[src/hw/rtl/lbc_pkg.sv]
// Shared types and codes for the LRU block cache.
package lbc_pkg;

	localparam logic [1:0] CMD_LOOKUP = 2'd0;
	localparam logic [1:0] CMD_INSERT = 2'd1;
	localparam logic [1:0] CMD_UPDATE = 2'd2;
	localparam logic [1:0] CMD_SKIP   = 2'd3;

	localparam logic [1:0] ST_OK   = 2'd0;
	localparam logic [1:0] ST_MISS = 2'd1;
	localparam logic [1:0] ST_DUP  = 2'd2;
	localparam logic [1:0] ST_OFF  = 2'd3;

	localparam logic REG_CACHE_ON = 1'b0;
	localparam logic REG_ACTIVE   = 1'b1;

	localparam int TAG_W   = 12;
	localparam int WORD_W  = 64;
	localparam int CFG_W   = 9;
	localparam int COUNT_W = 32;

	typedef struct packed {
		logic [1:0]  command;
		logic [3:0]  disk_id;
		logic [7:0]  block_id;
		logic [63:0] data_word;
		logic        last_word;
	} req_t;

	typedef struct packed {
		logic [1:0]  status;
		logic [63:0] read_word;
		logic        final_result;
		logic [31:0] hit_count;
		logic [31:0] query_count;
	} rsp_t;

	typedef struct packed {
		logic       item_load;
		logic       stage_wr;
		logic       stage_clr;
		logic       lookup_inc;
		logic       scan_start;
		logic       scan_step;
		logic       decide;
		logic       stamp_we;
		logic       tag_we;
		logic       hit_inc;
		logic       copy_issue;
		logic       word_read;
		logic       w_inc;
		logic       load_single;
		logic       load_word;
		logic [1:0] status;
	} ctl_cmd_t;

	typedef struct packed {
		logic [1:0] item_cmd;
		logic       item_last;
		logic       cache_on;
		logic       match_found;
		logic       scan_last;
		logic       w_last;
		logic       out_free;
	} ctl_sts_t;

endpackage

[src/hw/rtl/lbc_ctrl.sv]
// Sequencer for lookups, staging, scans, block copies and result delivery.
module lbc_ctrl (
	input  logic              clk,
	input  logic              arst_n,
	input  logic              req_valid,
	output logic              req_stall,
	input  lbc_pkg::ctl_sts_t sts,
	output lbc_pkg::ctl_cmd_t cmd
);

	typedef enum logic [3:0] {
		S_IDLE, S_DECODE, S_SCAN, S_SCAN_END, S_DECIDE,
		S_COPY, S_COPY_END, S_READ, S_SEND_WORD, S_SEND
	} state_t;

	state_t     state_q;
	logic [1:0] res_q;

	logic is_lookup;
	logic is_insert;
	logic is_update;

	assign is_lookup = sts.item_cmd == lbc_pkg::CMD_LOOKUP;
	assign is_insert = sts.item_cmd == lbc_pkg::CMD_INSERT;
	assign is_update = sts.item_cmd == lbc_pkg::CMD_UPDATE;

	assign req_stall = state_q != S_IDLE;

	always_ff @(posedge clk or negedge arst_n) begin
		if (!arst_n) begin
			state_q <= S_IDLE;
			res_q   <= lbc_pkg::ST_OK;
		end else begin
			unique case (state_q)
				S_IDLE: begin
					if (req_valid) begin
						state_q <= S_DECODE;
					end
				end
				S_DECODE: begin
					if (!is_lookup && !is_insert && !is_update) begin
						state_q <= S_IDLE;
					end else if (!sts.cache_on) begin
						res_q   <= lbc_pkg::ST_OFF;
						state_q <= (is_lookup || sts.item_last) ? S_SEND : S_IDLE;
					end else if (!is_lookup && !sts.item_last) begin
						state_q <= S_IDLE;
					end else begin
						state_q <= S_SCAN;
					end
				end
				S_SCAN: begin
					if (sts.scan_last) begin
						state_q <= S_SCAN_END;
					end
				end
				S_SCAN_END: begin
					state_q <= S_DECIDE;
				end
				S_DECIDE: begin
					if (is_lookup) begin
						if (sts.match_found) begin
							res_q   <= lbc_pkg::ST_OK;
							state_q <= S_READ;
						end else begin
							res_q   <= lbc_pkg::ST_MISS;
							state_q <= S_SEND;
						end
					end else if (is_update) begin
						res_q   <= sts.match_found ? lbc_pkg::ST_OK : lbc_pkg::ST_MISS;
						state_q <= sts.match_found ? S_COPY : S_SEND;
					end else begin
						res_q   <= sts.match_found ? lbc_pkg::ST_DUP : lbc_pkg::ST_OK;
						state_q <= sts.match_found ? S_SEND : S_COPY;
					end
				end
				S_COPY: begin
					if (sts.w_last) begin
						state_q <= S_COPY_END;
					end
				end
				S_COPY_END: begin
					state_q <= S_SEND;
				end
				S_READ: begin
					state_q <= S_SEND_WORD;
				end
				S_SEND_WORD: begin
					if (sts.out_free) begin
						state_q <= sts.w_last ? S_IDLE : S_READ;
					end
				end
				S_SEND: begin
					if (sts.out_free) begin
						state_q <= S_IDLE;
					end
				end
				default: begin
					state_q <= S_IDLE;
				end
			endcase
		end
	end

	always_comb begin
		cmd        = '0;
		cmd.status = res_q;
		unique case (state_q)
			S_IDLE: begin
				cmd.item_load = req_valid;
			end
			S_DECODE: begin
				if (is_lookup || is_insert || is_update) begin
					if (!sts.cache_on) begin
						cmd.stage_clr = !is_lookup;
					end else begin
						cmd.stage_wr   = !is_lookup;
						cmd.lookup_inc = is_lookup;
						cmd.scan_start = is_lookup || sts.item_last;
					end
				end
			end
			S_SCAN: begin
				cmd.scan_step = 1'b1;
			end
			S_DECIDE: begin
				cmd.decide = 1'b1;
				if (is_lookup) begin
					cmd.hit_inc  = sts.match_found;
					cmd.stamp_we = sts.match_found;
				end else if (is_update) begin
					cmd.stamp_we = sts.match_found;
				end else begin
					cmd.tag_we   = !sts.match_found;
					cmd.stamp_we = !sts.match_found;
				end
			end
			S_COPY: begin
				cmd.copy_issue = 1'b1;
				cmd.w_inc      = !sts.w_last;
			end
			S_READ: begin
				cmd.word_read = 1'b1;
			end
			S_SEND_WORD: begin
				cmd.load_word = sts.out_free;
				cmd.w_inc     = sts.out_free && !sts.w_last;
			end
			S_SEND: begin
				cmd.load_single = sts.out_free;
				cmd.stage_clr   = sts.out_free && !is_lookup;
			end
			default: begin
			end
		endcase
	end

endmodule

[config.mk]
export PLATFORM = sky130hd
export DESIGN_NAME = lbc_ctrl
export DESIGN_NICKNAME = d
export VERILOG_FILES = /design/src/hw/rtl/lbc_pkg.sv /design/src/hw/rtl/lbc_ctrl.sv
export SDC_FILE = /design/constraint.sdc
export NUM_CORES = 1
export LEC_CHECK = 0
export BUFFER_PORTS_ARGS = -buffer_cell sky130_fd_sc_hd__buf_2
export CAP_MARGIN = 10
export CORE_MARGIN = 1.5
export CORE_UTILIZATION = 49
export DETAILED_ROUTE_END_ITERATION = 10
export GPL_TIMING_DRIVEN = 0
export PLACE_DENSITY = 0.83
export REMOVE_ABC_BUFFERS = 1
export SYNTH_ARGS = -nofsm -noshare
export SYNTH_HDL_FRONTEND = slang
export SYNTH_SLANG_ARGS = --single-unit
[constraint.sdc]
create_clock -name clk -period 3.2 [get_ports clk]
set_clock_uncertainty 0.2 [all_clocks]
set_input_delay 0.16 -clock clk [delete_from_list [all_inputs] [get_ports clk]]
set_output_delay 0.16 -clock clk [all_outputs]
set_load 0.05 [all_outputs]
==> results.toml, run 1 <==
[timing]
timing.final.crit_share_pct = 85.1
report.final.slew_viol_count = 0
min_tclk_post_route_ps = 2720
setup_viol = 0
hold_violations = 0
timing.setup.tns_ps = 0
worst_slew_pin_slew_ps = 583
max-slew-margin-rel_pct = 60.8
max_freq_ghz = 0.367
grt_setup_unrepaired = "no"

[cts]
tritoncts.num_buffers = 3
ctsResizeCount = 0
clockRootBuffer = "sky130_fd_sc_hd__clkbuf_4"
clkSinkCount = 6
cts.clk_slew.worst_paths_ps = 40
cts_max_level = 1
cts_tree = "done"
clock_latency_ps = 250
cts_buffer_depth = 2

[cells_and_area]
number_of_fillers_in_the_final_layout = 108
area_growth_pct = 26.3
finish.utilization_pct = 70.3
antenna_cells = 0
post_route_cells_drive_above_1_share_pct = 31.9
post_layout_nets = 129

[global_routing]
number_of_global_route_vias_before_repair = 600
grt_resource_usage_total_pct = 23.9
number_of_antenna_violations_at_the_first_check_in_global_routing = 0
met1_usage_pct = 28.7
grt-busiest-layer = "met2"
maximum_number_of_pins_on_one_net_before_global_route_repair = 18
gr-total-overflow = 0
met3_usage_pct = 6.82
groute.layer.met2.usage_pct = 40.2
grt_pass1_wl_mm = 2.49

[synth]
async_flop_share_pct = 100
syn-mean-instance-area_sq_um = 7.58
synth.largest_area_cell = "sky130_fd_sc_hd__dfrtp_1"
post_synth_top_area_share_pct = 23.0
synthesized_area_sq_um = 652
synth_enable_flop_cells = 0
netlist_top_cells_count = "11 x sky130_fd_sc_hd__nor2_1, 7 x sky130_fd_sc_hd__nor3_1"
synthFlopType = "sky130_fd_sc_hd__dfrtp_1"
synth-seq-cells = 6
dominant_cells_by_area_after_synthesis = "sky130_fd_sc_hd__dfrtp_1 23%, sky130_fd_sc_hd__nor2_1 6.3%, sky130_fd_sc_hd__and3_1 5.8%"
ys_seq_area_share_pct = 23.0
synthesis.instances = 86
synth_cell_type_count = 33
yosysWarningCount = 0
most_frequent_cell_after_synthesis = "sky130_fd_sc_hd__nor2_1"

[setup_path]
critical_path.max_stage_delay_ps = 630
cp_num_buf_inv = 1
worstPathRequired_ps = 2840
cp-end-kind = "primary output"
cpLargestDelayFamily = "simple AND/OR/NAND/NOR gates"
path_max_fanout = 17
setup.worst_path.class = "reg -> out"
crit_arrival_ps = 2360
start_kind = "flip-flop"
cp_cell_sequence = "or4b_4, a211oi_1, a21oi_1, nor4_2, buf_2"
cp_slowest_cell = "sky130_fd_sc_hd__or4b_4"

[floorplan]
core_area_sq_um = 1170
floorplan.rows = 12
die_width_microns = 39.5
die_area_sq_um = 1560
io-pin-count = 29
die_h_microns = 39.5
initial_utilization_pct = 55.7

[route]
vias_per_cell = 5.85
drt_wl_total_mm = 1.62
drc_errors = 0
routedWlPerCell_microns = 12.8
drt_pre_antenna_iters = 4
drt.antenna.violating_nets = 0
num_vias = 743
dr.first_iter.drc_count = 11

[place]
gpl.final_weighted_congestion = 0.809
placement.io_buffers = 28
post-dp-hpwl_mm = 1.22

[power]
power.static_leakage_uw = 0.000405
power_density_nw_per_um2 = 871
vdd_ir_drop_max_mv = 0.698

[status]
outcome = "finished clean"

[min_path]
timing.hold.worst.class = "in -> reg"

[run]
maxCapViolCount = 0
## power breakdown
part	internal, uW	total [uW]	switching, uW
clock network	42.4	69.3	26.9
logic	151	467	315
registers	107	181	74.5
## registers in the layout (all words and copies together), names as in the netlist
name / count
state_q: 4
res_q: 2
## area by class of cell
cell class                      instances  area, sq um  area share [%]
Clock buffer                            3         22.5            2.74
Inverter                                6         22.5            2.74
Multi-Input combinational cell         69          460            55.9
Sequential cell                         6          150            18.2
Tap cell                               14         17.5            2.13
Timing Repair Buffer                   29          150            18.2
## worst paths after layout
check,startpoint,end,slack [ps],cells past startpoint
max in group asynchronous,arst_n,res_q[0],2610,2
hold / removal,sts[0],state_q[3],50,2
hold reg to reg,res_q[1],res_q[1],360,2
setup / recovery,state_q[1],cmd[14],480,5
min in group asynchronous,arst_n,state_q[2],60,2
setup reg to reg,state_q[1],state_q[0],1060,4
## cells by family (layout without fill, tap and decap cells)
group,after synthesis,after routing,share of synthesized area [%]
AND/OR/NAND/NOR,44,44,39.7
adder cells (fa/ha/maj),3,3,5.76
flip-flops,6,6,23.0
buffers and inverters,11,38,6.33
XOR/XNOR,2,2,2.69
AO/OA/AOI/OAI,20,20,22.5
## worst reg2reg max path, delay by kind of cell, from the launching register on
family	cells	cell delay, ps
AO/OA/AOI/OAI	3	670
flip-flops	1	540
AND/OR/NAND/NOR	1	630
## placed cells by master, fill, tap and decap left out, types with 2 or more instances in the layout
cell                       synthesis  routed
sky130_fd_sc_hd__nor2b_1           3       3
sky130_fd_sc_hd__a21oi_1           2       2
sky130_fd_sc_hd__o21a_1            2       2
sky130_fd_sc_hd__nand2_1           3       3
sky130_fd_sc_hd__clkbuf_4          0       3
sky130_fd_sc_hd__dfrtp_1           6       6
sky130_fd_sc_hd__nand3b_1          3       3
sky130_fd_sc_hd__nand2b_1          4       4
sky130_fd_sc_hd__xnor2_1           2       2
sky130_fd_sc_hd__nor3_1            7       7
sky130_fd_sc_hd__o21ai_0           6       6
sky130_fd_sc_hd__buf_2             0      28
sky130_fd_sc_hd__nor2_1           11      11
sky130_fd_sc_hd__inv_1             6       6
sky130_fd_sc_hd__ha_1              3       3
sky130_fd_sc_hd__and3_1            6       6
## metal layers
metal  up-vias  share of wire, %
li1        369                 -
met1       342                45
met4         0               1.4
met5         -                 0
met2        28                48
met3         4               6.1
## through the flow
stage	instances	instance area (sq um)	hold slack, ps	total power [uW]	setup slack, ps
2_1_floorplan	81	633	-336	535	233
3_3_place_gp	123	791	-218	635	750
3_5_place_dp	123	791	-216	646	752
4_1_cts	127	823	53.5	717	482
5_1_grt	127	823	66.1	775	308
6_report	127	823	46.5	717	477
## repair_timing
action                    CTS  global route
buffers inserted            0             0
hold endpoints to repair    6             0
hold buffers                1             0
Power figures use the tool's default switching activity.
==> inputs of run 2 (changes only) <==
--- a/config.mk
+++ b/config.mk
@@ -9,9 +9,11 @@
 export CAP_MARGIN = 10
 export CORE_MARGIN = 1.5
 export CORE_UTILIZATION = 49
+export CTS_CLUSTER_DIAMETER = 200
 export DETAILED_ROUTE_END_ITERATION = 10
 export GPL_TIMING_DRIVEN = 0
-export PLACE_DENSITY = 0.83
+export HOLD_SLACK_MARGIN = 0.15
+export PLACE_DENSITY = 0.89
 export REMOVE_ABC_BUFFERS = 1
 export SYNTH_ARGS = -nofsm -noshare
 export SYNTH_HDL_FRONTEND = slang
==> run 2 against run 1 <==
Against the previous run: total power rose by 3.1%; critical path type unchanged; hold slack improved by 120 ps; global-route usage rose by 2.2 points; critical path depth did not move; largest power group unchanged.
==> results.toml, run 2 (synthesized netlist as in run 1, its figures left out) <==
[cells_and_area]
layout.area.seq_sq_um = 150
number_of_fillers_in_the_final_layout = 101
post_route_cells_drive_above_1_share_pct = 30.0
layout.cell_area.non_filler_sq_um = 893
largest-register = "state_q"
area_growth_pct = 37.0
largestRegisters = "state_q: 4 flops, res_q: 2 flops"
post_layout_nets = 136
final_common_cell = "sky130_fd_sc_hd__buf_2"
area_of_combinational_cells_with_multiple_inputs_sq_um = 460
largest_reg_flops = 4
antenna_cells = 0
final_cell_mix = "28 x sky130_fd_sc_hd__buf_2, 11 x sky130_fd_sc_hd__nor2_1, 8 x sky130_fd_sc_hd__dlygate4sd3_1"

[setup_path]
critical_path.max_stage_delay_ps = 630
path_max_fanout = 17
cp_slowest_cell = "sky130_fd_sc_hd__or4b_4"
r2r.worst_path.cells = 5
cp-end-kind = "primary output"
start_kind = "flip-flop"
worstPathRequired_ps = 2840
cp_cell_sequence = "or4b_4, a211oi_1, a21oi_1, nor4_2, buf_2"
worstReg2RegStart = "state_q[1]"
minimum_setup_slack_among_reg_to_reg_paths_ps = 600
critical_path_capture_point = "cmd[14]"
timing.rr.end = "res_q[1]"
crit_path_start = "state_q[1]"
crit_arrival_ps = 2330
setup.worst_path.class = "reg -> out"

[cts]
post_cts_buffers = 0
cts.clk_slew.worst_paths_ps = 40
clkSinkCount = 6
clockRootBuffer = "sky130_fd_sc_hd__clkbuf_4"
cts_buffer_depth = 2
cts_max_level = 1
cts_tree = "done"
tritoncts.num_buffers = 3
clock_latency_ps = 240

[floorplan]
die_width_microns = 39.5
die_area_sq_um = 1560
io-pin-count = 29
core_area_sq_um = 1170
die_h_microns = 39.5
initial_utilization_pct = 55.7
floorplan.rows = 12

[power]
clock_power_share_pct = 9.5
switching_share_pct = 56.7
internal_power_uw = 320
vdd_ir_drop_max_mv = 0.533
power.static_leakage_uw = 0.000436
switching_power_uw = 419
p_comb_share_pct = 66.1
power_frac_seq_pct = 24.5
power_density_nw_per_um2 = 827
power_uw = 739

[place]
placement.io_buffers = 28
post_dp_cell_area_sq_um = 791
gpl.final_weighted_congestion = 0.801
post-dp-hpwl_mm = 1.21

[timing]
max-slew-margin-rel_pct = 59.1
min_tclk_post_route_ps = 2690
worst_slew_pin_slew_ps = 608
setup_viol = 0
timing.final.crit_share_pct = 84.0
hold_violations = 0
grt_setup_unrepaired = "no"
report.final.slew_viol_count = 0
timing.setup.tns_ps = 0
max_freq_ghz = 0.372

[route]
drt_pre_antenna_iters = 4
dr.first_iter.drc_count = 10
drt.antenna.violating_nets = 0
drt_wl_total_mm = 1.72
drc_errors = 0
routedWlPerCell_microns = 12.8
num_vias = 755
vias_per_cell = 5.63

[min_path]
holdPathStages = 4
timing.hold.worst.class = "in -> reg"

[global_routing]
number_of_global_route_vias_before_repair = 655
maximum_number_of_pins_on_one_net_before_global_route_repair = 18
gr-total-overflow = 0
grt_pass1_wl_mm = 2.71
number_of_antenna_violations_at_the_first_check_in_global_routing = 0
grt_resource_usage_total_pct = 26.1

[run]
maxCapViolCount = 0

[status]
outcome = "finished clean"
==> run 2: cell types whose count changed in the layout (fill, tap and decap cells not counted), sizes merged <==
cell | previous run | this run
dlygate4sd3 | 1 | 8
==> run 2: timing repair <==
item / in CTS / in global routing
hold buffers: 8 / 0
gates resized for setup: 0 / 0
hold endpoints to repair: 11 / 0
==> run 2: worst min-delay path by stage <==
stage | startpoint | end | slack [ps]
global route | sts[7] | res_q[0] | 220
detailed placement | arst_n | res_q[1] | -210
floorplan | arst_n | res_q[0] | -340
CTS | sts[7] | res_q[0] | 170
finish | sts[7] | res_q[0] | 170
global placement | arst_n | res_q[1] | -220
==> run 2: cell type report <==
cell class / instances / area share, %
clock buffer: 3 / 2.52
sequential: 6 / 16.8
multi-input combinational: 69 / 51.5
tap: 14 / 1.96
timing repair buffer: 36 / 24.6
inverter: 6 / 2.52
==> run 2: critical path: cells and delay by family, from the launching register on <==
family | cells | cell delay, ps
simple gates | 2 | 770
flops | 1 | 540
compound gates | 2 | 470
buf+inv | 1 | 300
==> run 2: through the flow <==
step	hold WS [ps]	setup slack, ps	util, %	cells
finish	167	511	76.3	134
global route	222	325	76.3	134
CTS	170	497	76.3	134
detailed placement	-212	764	67.5	123
global placement	-217	759	67.5	123
floorplan	-336	233	-	81
==> run 2: routing by layer <==
metal | track usage, % | routed length, microns | vias up
met3 | 11.9 | 133 | 0
met4 | 0 | 0 | 0
met5 | 0 | 0 | -
met2 | 43.9 | 841 | 28
li1 | - | - | 380
met1 | 32.1 | 744 | 347
==> run 2: power groups by stage <==
stage | clock network (uW) | logic (uW) | registers [uW]
5_1_grt | 79.9 | 532 | 191
6_report | 69.9 | 488 | 181
4_1_cts | 72.2 | 490 | 179
2_1_floorplan | 0 | 333 | 202
3_5_place_dp | 0 | 465 | 180
3_3_place_gp | 0 | 455 | 178
